`src/design/fp32a_pkg.sv`:
```
// Shared widths, constants and types of the fp32 adder.
`default_nettype none

package fp32a_pkg;

    localparam int SIG_W  = 24;   // significand with hidden bit
    localparam int ACC_W  = 26;   // sum with carry and guard bit
    localparam int LEAD_W = 5;    // position of leading one in the sum
    localparam logic [7:0] EXP_MAX = 8'hFF;

    // Control that travels with the sum into normalize and round
    typedef struct packed {
        logic       sign;
        logic [7:0] exp;
        logic       same;
        logic       sticky;
        logic       zero;
    } norm_ctrl_t;

endpackage

`default_nettype wire

```
`src/design/fp32a_round.sv`:
```
// Normalize and round the aligned sum into a binary32 word.
`default_nettype none

module fp32a_round
(
    input  wire fp32a_pkg::norm_ctrl_t              ctrl,
    input  wire logic [fp32a_pkg::ACC_W-1:0]        acc,
    input  wire logic [fp32a_pkg::LEAD_W-1:0]       lead,
    output logic [31:0]                             word
);

    logic signed [9:0]               exp_int;
    logic [7:0]                      exp_res;
    logic [22:0]                     mant;
    logic [4:0]                      lshift;
    logic [fp32a_pkg::ACC_W-1:0]     left;
    logic [fp32a_pkg::ACC_W:0]       inc;
    logic [fp32a_pkg::ACC_W:0]       rnd;
    logic [fp32a_pkg::ACC_W:0]       shifted;
    logic                            b0;
    logic                            b1;
    logic                            b2;

    // Biased result exponent: exp + lead - 24
    always_comb
    begin
        exp_int = $signed({2'b00, ctrl.exp}) + $signed({5'b00000, lead}) - 10'sd24;
    end

    // Left shift when the leading one sits below the hidden position
    always_comb
    begin
        lshift = 5'd23 - lead;
        left   = acc << lshift;
    end

    // Round the guard bit when the leading one sits at the hidden or carry position
    always_comb
    begin
        b0  = acc[0];
        b1  = acc[1];
        b2  = acc[2];
        inc = '0;
        if (lead == 5'd25)
        begin
            inc[2] = b1 & (b0 | b2 | ctrl.sticky);
        end
        else if (ctrl.same)
        begin
            inc[1] = b0 & (b1 | ctrl.sticky);
        end
        else
        begin
            inc[1] = b0 & b1 & ~ctrl.sticky;
        end
        rnd     = {1'b0, acc} + inc;
        shifted = (lead == 5'd25) ? (rnd >> 2) : (rnd >> 1);
    end

    // Assemble the word, with zero, flush and infinity cases
    always_comb
    begin
        exp_res = exp_int[7:0];
        if (lead <= 5'd23)
        begin
            mant = left[22:0];
        end
        else if (|shifted[fp32a_pkg::ACC_W:24])
        begin
            exp_res = exp_int[7:0] + 8'd1;
            mant    = '0;
        end
        else
        begin
            mant = shifted[22:0];
        end
        if (exp_res == fp32a_pkg::EXP_MAX)
        begin
            mant = '0;
        end

        if (ctrl.zero)
        begin
            word = '0;
        end
        else if (exp_int <= 10'sd0)
        begin
            word = {ctrl.sign, 31'd0};
        end
        else
        begin
            word = {ctrl.sign, exp_res, mant};
        end
    end

endmodule

`default_nettype wire

```
`src/design/fp32_adder_top.sv`:
```
// Four-stage binary32 adder, round to nearest even.
// Each accepted operand transaction becomes a sum transaction, and one
// enters every cycle unless a sum is held. Stages: operand swap by
// magnitude, alignment shift with add or subtract, leading-one search,
// normalize and round. The pipeline moves as one: while a sum is held
// by sum_stall, every stage holds and operand_stall is raised.
`default_nettype none

module fp32_adder_top
(
    input  wire logic        clk,
    input  wire logic        rst_n,
    input  wire logic        operand_valid,
    output logic             operand_stall,
    input  wire logic [31:0] operand_a,
    input  wire logic [31:0] operand_b,
    output logic             sum_valid,
    input  wire logic        sum_stall,
    output logic [31:0]      sum_word
);

    logic                               advance;
    logic                               v1_reg;
    logic                               v2_reg;
    logic                               v3_reg;
    logic                               v4_reg;

    // Stage 1 results
    logic                               swap;
    logic [31:0]                        big;
    logic [31:0]                        sml;
    logic                               s1_sign_reg;
    logic [7:0]                         s1_exp_reg;
    logic [7:0]                         s1_de_reg;
    logic [fp32a_pkg::SIG_W-1:0]        s1_sig_big_reg;
    logic [fp32a_pkg::SIG_W-1:0]        s1_sig_sml_reg;
    logic                               s1_same_reg;

    // Stage 2 results
    logic [4:0]                         dshift;
    logic [24:0]                        aligned;
    logic                               sticky;
    logic [fp32a_pkg::ACC_W-1:0]        acc_next;
    logic [fp32a_pkg::ACC_W-1:0]        s2_acc_reg;
    logic                               s2_sticky_reg;
    logic                               s2_sign_reg;
    logic [7:0]                         s2_exp_reg;
    logic                               s2_same_reg;

    // Stage 3 results
    logic [fp32a_pkg::LEAD_W-1:0]       lead_next;
    logic [fp32a_pkg::ACC_W-1:0]        s3_acc_reg;
    logic [fp32a_pkg::LEAD_W-1:0]       s3_lead_reg;
    fp32a_pkg::norm_ctrl_t              s3_ctrl_reg;

    logic [31:0]                        word_next;
    logic [31:0]                        sum_word_reg;

    // Whole pipeline holds while a finished sum waits
    assign advance       = !(v4_reg && sum_stall);
    assign operand_stall = !advance;
    assign sum_valid     = v4_reg;
    assign sum_word      = sum_word_reg;

    // Valid bits travel with the data
    always_ff @(posedge clk or negedge rst_n)
    begin
        if (!rst_n)
        begin
            v1_reg <= 1'b0;
            v2_reg <= 1'b0;
            v3_reg <= 1'b0;
            v4_reg <= 1'b0;
        end
        else if (advance)
        begin
            v1_reg <= operand_valid;
            v2_reg <= v1_reg;
            v3_reg <= v2_reg;
            v4_reg <= v3_reg;
        end
    end

    // Stage 1: order operands by magnitude
    always_comb
    begin
        swap = operand_a[30:0] < operand_b[30:0];
        big  = swap ? operand_b : operand_a;
        sml  = swap ? operand_a : operand_b;
    end

    always_ff @(posedge clk)
    begin
        if (advance)
        begin
            s1_sign_reg    <= big[31];
            s1_exp_reg     <= big[30:23];
            s1_de_reg      <= big[30:23] - sml[30:23];
            s1_sig_big_reg <= {1'b1, big[22:0]};
            s1_sig_sml_reg <= {1'b1, sml[22:0]};
            s1_same_reg    <= big[31] == sml[31];
        end
    end

    // Stage 2: align smaller significand, then add or subtract
    always_comb
    begin
        dshift  = 5'(s1_de_reg - 8'd1);
        aligned = '0;
        sticky  = 1'b0;
        if (s1_de_reg == 8'd0)
        begin
            aligned = {s1_sig_sml_reg, 1'b0};
        end
        else if (s1_de_reg <= 8'd24)
        begin
            aligned = {1'b0, s1_sig_sml_reg} >> dshift;
            sticky  = |(s1_sig_sml_reg[22:0] & ~({23{1'b1}} << dshift));
        end
        else
        begin
            sticky = 1'b1;
        end
        if (s1_same_reg)
        begin
            acc_next = {1'b0, s1_sig_big_reg, 1'b0} + {1'b0, aligned};
        end
        else
        begin
            acc_next = {1'b0, s1_sig_big_reg, 1'b0} - {1'b0, aligned};
        end
    end

    always_ff @(posedge clk)
    begin
        if (advance)
        begin
            s2_acc_reg    <= acc_next;
            s2_sticky_reg <= sticky;
            s2_sign_reg   <= s1_sign_reg;
            s2_exp_reg    <= s1_exp_reg;
            s2_same_reg   <= s1_same_reg;
        end
    end

    // Stage 3: leading-one search
    always_comb
    begin
        lead_next = '0;
        for (int i = 0; i < fp32a_pkg::ACC_W; i++)
        begin
            if (s2_acc_reg[i])
            begin
                lead_next = fp32a_pkg::LEAD_W'(i);
            end
        end
    end

    always_ff @(posedge clk)
    begin
        if (advance)
        begin
            s3_acc_reg         <= s2_acc_reg;
            s3_lead_reg        <= lead_next;
            s3_ctrl_reg.sign   <= s2_sign_reg;
            s3_ctrl_reg.exp    <= s2_exp_reg;
            s3_ctrl_reg.same   <= s2_same_reg;
            s3_ctrl_reg.sticky <= s2_sticky_reg;
            s3_ctrl_reg.zero   <= s2_acc_reg == '0;
        end
    end

    // Stage 4: normalize and round
    fp32a_round u_round
    (
        .ctrl (s3_ctrl_reg),
        .acc  (s3_acc_reg),
        .lead (s3_lead_reg),
        .word (word_next)
    );

    always_ff @(posedge clk)
    begin
        if (advance)
        begin
            sum_word_reg <= word_next;
        end
    end

endmodule

`default_nettype wire

```
`config.mk`:
```
export PLATFORM = sky130hd
export DESIGN_NAME = fp32_adder_top
export DESIGN_NICKNAME = d
export VERILOG_FILES = /design/src/design/fp32a_pkg.sv /design/src/design/fp32a_round.sv /design/src/design/fp32_adder_top.sv
export SDC_FILE = /design/constraint.sdc
export NUM_CORES = 1
export LEC_CHECK = 0
export BUFFER_PORTS_ARGS = -buffer_cell sky130_fd_sc_hd__clkbuf_2
export CORE_UTILIZATION = 35
export CTS_CLUSTER_DIAMETER = 60
export DETAILED_ROUTE_END_ITERATION = 10
export PLACE_DENSITY = 0.57
export SLEW_MARGIN = 20
export SYNTH_ARGS = -nofsm -noshare
export SYNTH_HDL_FRONTEND = slang
export SYNTH_SLANG_ARGS = --single-unit
```
`constraint.sdc`:
```
create_clock -name clk -period 12.4 [get_ports clk]
set_clock_uncertainty 0.15 [all_clocks]
set_input_delay 1.24 -clock clk [delete_from_list [all_inputs] [get_ports clk]]
set_output_delay 1.24 -clock clk [all_outputs]
set_load 0.05 [all_outputs]
```
==> impl_metrics.env <==
export IMPL_area_growth_pct=10.5
export IMPL_place_congestion=0.935
export IMPL_fp_dieH_um=208
export IMPL_drt_pre_antenna_iters=9
export IMPL_syn_area_mm2=0.0149
export IMPL_worst_slew_pin_slew_ns=1.09
export IMPL_finalWorstSetupSlack_ns=5.52
export IMPL_grt_overflow=0
export IMPL_crit_type="reg2reg"
export IMPL_power_frac_seq_pct=30.6
export IMPL_largest_reg_flops=32
export IMPL_async_flop_share_pct=2.22
export IMPL_crit_path_end="s2_acc_reg[23]"
export IMPL_cts_sinks=180
export IMPL_finalSetupViolations=0
export IMPL_clock_power_share_pct=13.9
export IMPL_core_mm2=0.0419
export IMPL_grt_usage_pct=18.3
export IMPL_crit_cells=20
export IMPL_post_cts_resized=0
export IMPL_cpPeakStageDelay_ns=0.89
export IMPL_dieArea_mm2=0.0433
export IMPL_intPower_mw=2.14
export IMPL_dp_slack_ns=5.65
export IMPL_wl_um=39400
export IMPL_cts_tree="built"
export IMPL_grt_setup_unrepaired="false"
export IMPL_rows=75
export IMPL_die_w_um=208
export IMPL_switching_share_pct=47.1
export IMPL_combPwrFrac_pct=55.5
export IMPL_cts_max_path_buffers=2
export IMPL_synth_cells=1630
export IMPL_antenna_found_initial=0
export IMPL_max_freq_ghz=0.145
export IMPL_critical_path_arrival_ns=6.94
export IMPL_grt_max_degree=75
export IMPL_syn_area_per_cell_um2=9.13
export IMPL_p_leak_nw=6.55
export IMPL_start_util_pct=35.5
export IMPL_reg2regPathDepth=20
export IMPL_path_clk_slew_ns=0.07
export IMPL_nNetsFinal=1853
export IMPL_clkLatencyLatePin_ns=0.46
export IMPL_peakVddDrop_v=0.0000977
export IMPL_total_power_mw=4.04
export IMPL_numCtsBuffers=17
export IMPL_synth_top_flop_cell="edfxtp_1"
export IMPL_htree_num_levels=4
export IMPL_grt_pass1_wl_um=63200
export IMPL_cap_viol_max_count=0
export IMPL_grt_pass1_vias=11800
export IMPL_fin_setup_tns_ns=0
export IMPL_holdWs_ns=0.271
export IMPL_crit_required_ns=12.46
export IMPL_violations="design-rule violations"
export IMPL_r2r_setup_slack_ns=5.52
export IMPL_slowest_stage="o41ai_1"
export IMPL_crit_chain="buf_4 -> inv_1 -> ha_1 -> inv_1 -> ha_1 -> buf_4 -> clkinv_1 -> mux4_2 -> o211ai_1 -> nand2_1 -> ha_1 -> nand2_1 -> o21ai_0 -> a21oi_1 -> o41ai_1 -> a211oi_1 -> o31ai_1 -> xnor2_1 -> nor2_1 -> a31o_2"
export IMPL_crit_family="compound AO/OA/AOI/OAI gates"
export IMPL_rr_startpoint="s1_de_reg[0]"
export IMPL_drc=2
export IMPL_synth_edff_count=176
export IMPL_hold_buffers=0
export IMPL_layout_common_cells="219 x nand2_1, 176 x edfxtp_1, 141 x o21ai_0, 110 x inv_1, 104 x a21oi_1"
export IMPL_ant_nets=0
export IMPL_boundaryPins=102
export IMPL_synth_seq_area_share_pct=36.2
export IMPL_period_share_pct=55.5
export IMPL_syn_nets=1798
export IMPL_post_route_util_pct=39.2
export IMPL_wl_per_cell_um=17.6
export IMPL_drtIter0Drc=1051
export IMPL_worstReg2RegEnd="s2_acc_reg[23]"
export IMPL_slew_viol_final=0
export IMPL_path_buf_inv=5
export IMPL_hold_violations=0
export IMPL_drive_gt1_share_pct=14.5
export IMPL_critPathLaunchType="flip-flop"
export IMPL_postCtsSetupRepairBufs=0
export IMPL_root_buffer="clkbuf_16"
export IMPL_power_net_switching_mw=1.90
export IMPL_synth_seq_cells=180
export IMPL_slew_headroom_pct=26.3
export IMPL_viasPerCell=5.44
export IMPL_crit_fanout=32
export IMPL_synthDistinctLibCells=102
export IMPL_end_kind="flip-flop"
export IMPL_final_common_cell="nand2_1"
export IMPL_period_minus_slack_ns=6.88
export IMPL_outcome="finished with violations"
export IMPL_num_vias=12200
export IMPL_n_antenna_cell=0
export IMPL_dp_hpwl_um=30800
export IMPL_crit_top_cell="ha_1"
export IMPL_io_buffers=101
export IMPL_hold_path_class="reg2reg"
export IMPL_power_density_mw_per_mm2=246
export IMPL_crit_start="s1_de_reg[0]"
export IMPL_yosysWarnings=0
worst min-delay path by stage:
| stage | from | to | slack [ns] | cells after the start |
|---|---|---|---|---|
| after detailed placement | s1_exp_reg[3] | s2_exp_reg[3] | 0.25 | 0 |
| after floorplan | s1_exp_reg[0] | s2_exp_reg[0] | 0.25 | 0 |
| after global routing | s1_exp_reg[3] | s2_exp_reg[3] | 0.28 | 0 |
| final | s2_exp_reg[1] | s3_ctrl_reg[4] | 0.27 | 0 |
| after global placement | s1_exp_reg[1] | s2_exp_reg[1] | 0.25 | 0 |
| after CTS | s1_exp_reg[3] | s2_exp_reg[3] | 0.27 | 0 |
power groups by stage:
stage	registers, mW	logic [mW]	clock network (mW)
finish	1.24	2.24	0.562
global route	1.27	2.45	0.599
CTS	1.23	2.24	0.580
detailed placement	1.25	2.23	0
global placement	1.24	2.23	0
floorplan	1.35	1.61	0
logic make-up (layout without fill, tap and decap cells):
kind of cell             Yosys count  in the layout  share of synthesized area, %
AND/OR/NAND/NOR                  525            525                          17.6
buffers and inverters            196            264                          5.56
adder cells (fa/ha/maj)          101            101                          8.68
AO/OA/AOI/OAI                    476            476                          21.1
multiplexers                      86             86                          6.84
flip-flops                       180            180                          36.2
XOR/XNOR                          66             66                          3.98
layout make-up:
| type | count | area [µm²] |
|---|---|---|
| Sequential cell | 180 | 5390 |
| Clock inverter | 13 | 171 |
| Fill cell | 4192 | 25500 |
| Clock buffer | 19 | 433 |
| Inverter | 112 | 420 |
| Multi-Input combinational cell | 1254 | 8700 |
| Timing Repair Buffer | 120 | 648 |
| Tap cell | 539 | 674 |
worst reg2reg max path: cells and delay by family (launching register included):
kind / cells / cell delay [ns]
DFF: 1 / 0.35
and+or+nand+nor: 3 / 0.29
xor gates and xnor gates: 1 / 0.16
muxes: 1 / 0.67
adders and majority gates: 3 / 1.05
buffers and inverters: 5 / 1.68
AOI/OAI and AO/OA: 7 / 2.29
per-layer routing:
layer	routed length [µm]	up-vias	global-route usage [%]
met5	0	-	0
met4	742	0	5.24
li1	-	6076	-
met2	19100	310	31.6
met1	18100	5726	23.6
met3	1530	58	3.03
metrics by stage:
stage,std cells,instance area (µm²)
6_report,2237,16400
4_1_cts,2237,16400
3_5_place_dp,2205,15800
5_1_grt,2237,16400
3_3_place_gp,2205,15800
2_1_floorplan,1630,14900
cell usage after synthesis, types with 12 or more instances:
cell	n	share of area, %
nor2b_1	31	1.3
a31oi_1	16	0.67
nand2b_1	17	0.71
o31ai_1	13	0.66
o21bai_1	12	0.61
o211ai_1	14	0.71
a21oi_1	105	3.5
a211oi_1	19	0.96
xnor2_1	44	2.6
a22oi_1	15	0.76
nor2_1	100	2.5
nand4_1	15	0.63
nand2_1	220	5.6
xor2_1	21	1.2
edfxtp_1	176	36
nand3_1	30	1.0
nor3_1	20	0.67
o21ai_0	141	4.7
a21o_1	23	1.2
mux2_2	24	1.8
and3_1	12	0.50
mux2i_1	50	3.4
o22ai_1	12	0.50
buf_2	14	0.47
nor2_4	19	1.4
clkbuf_1	52	1.3
inv_1	110	2.8
ha_1	96	8.1
a22o_1	14	0.82
No activity file was read; power rests on OpenSTA's default activity.
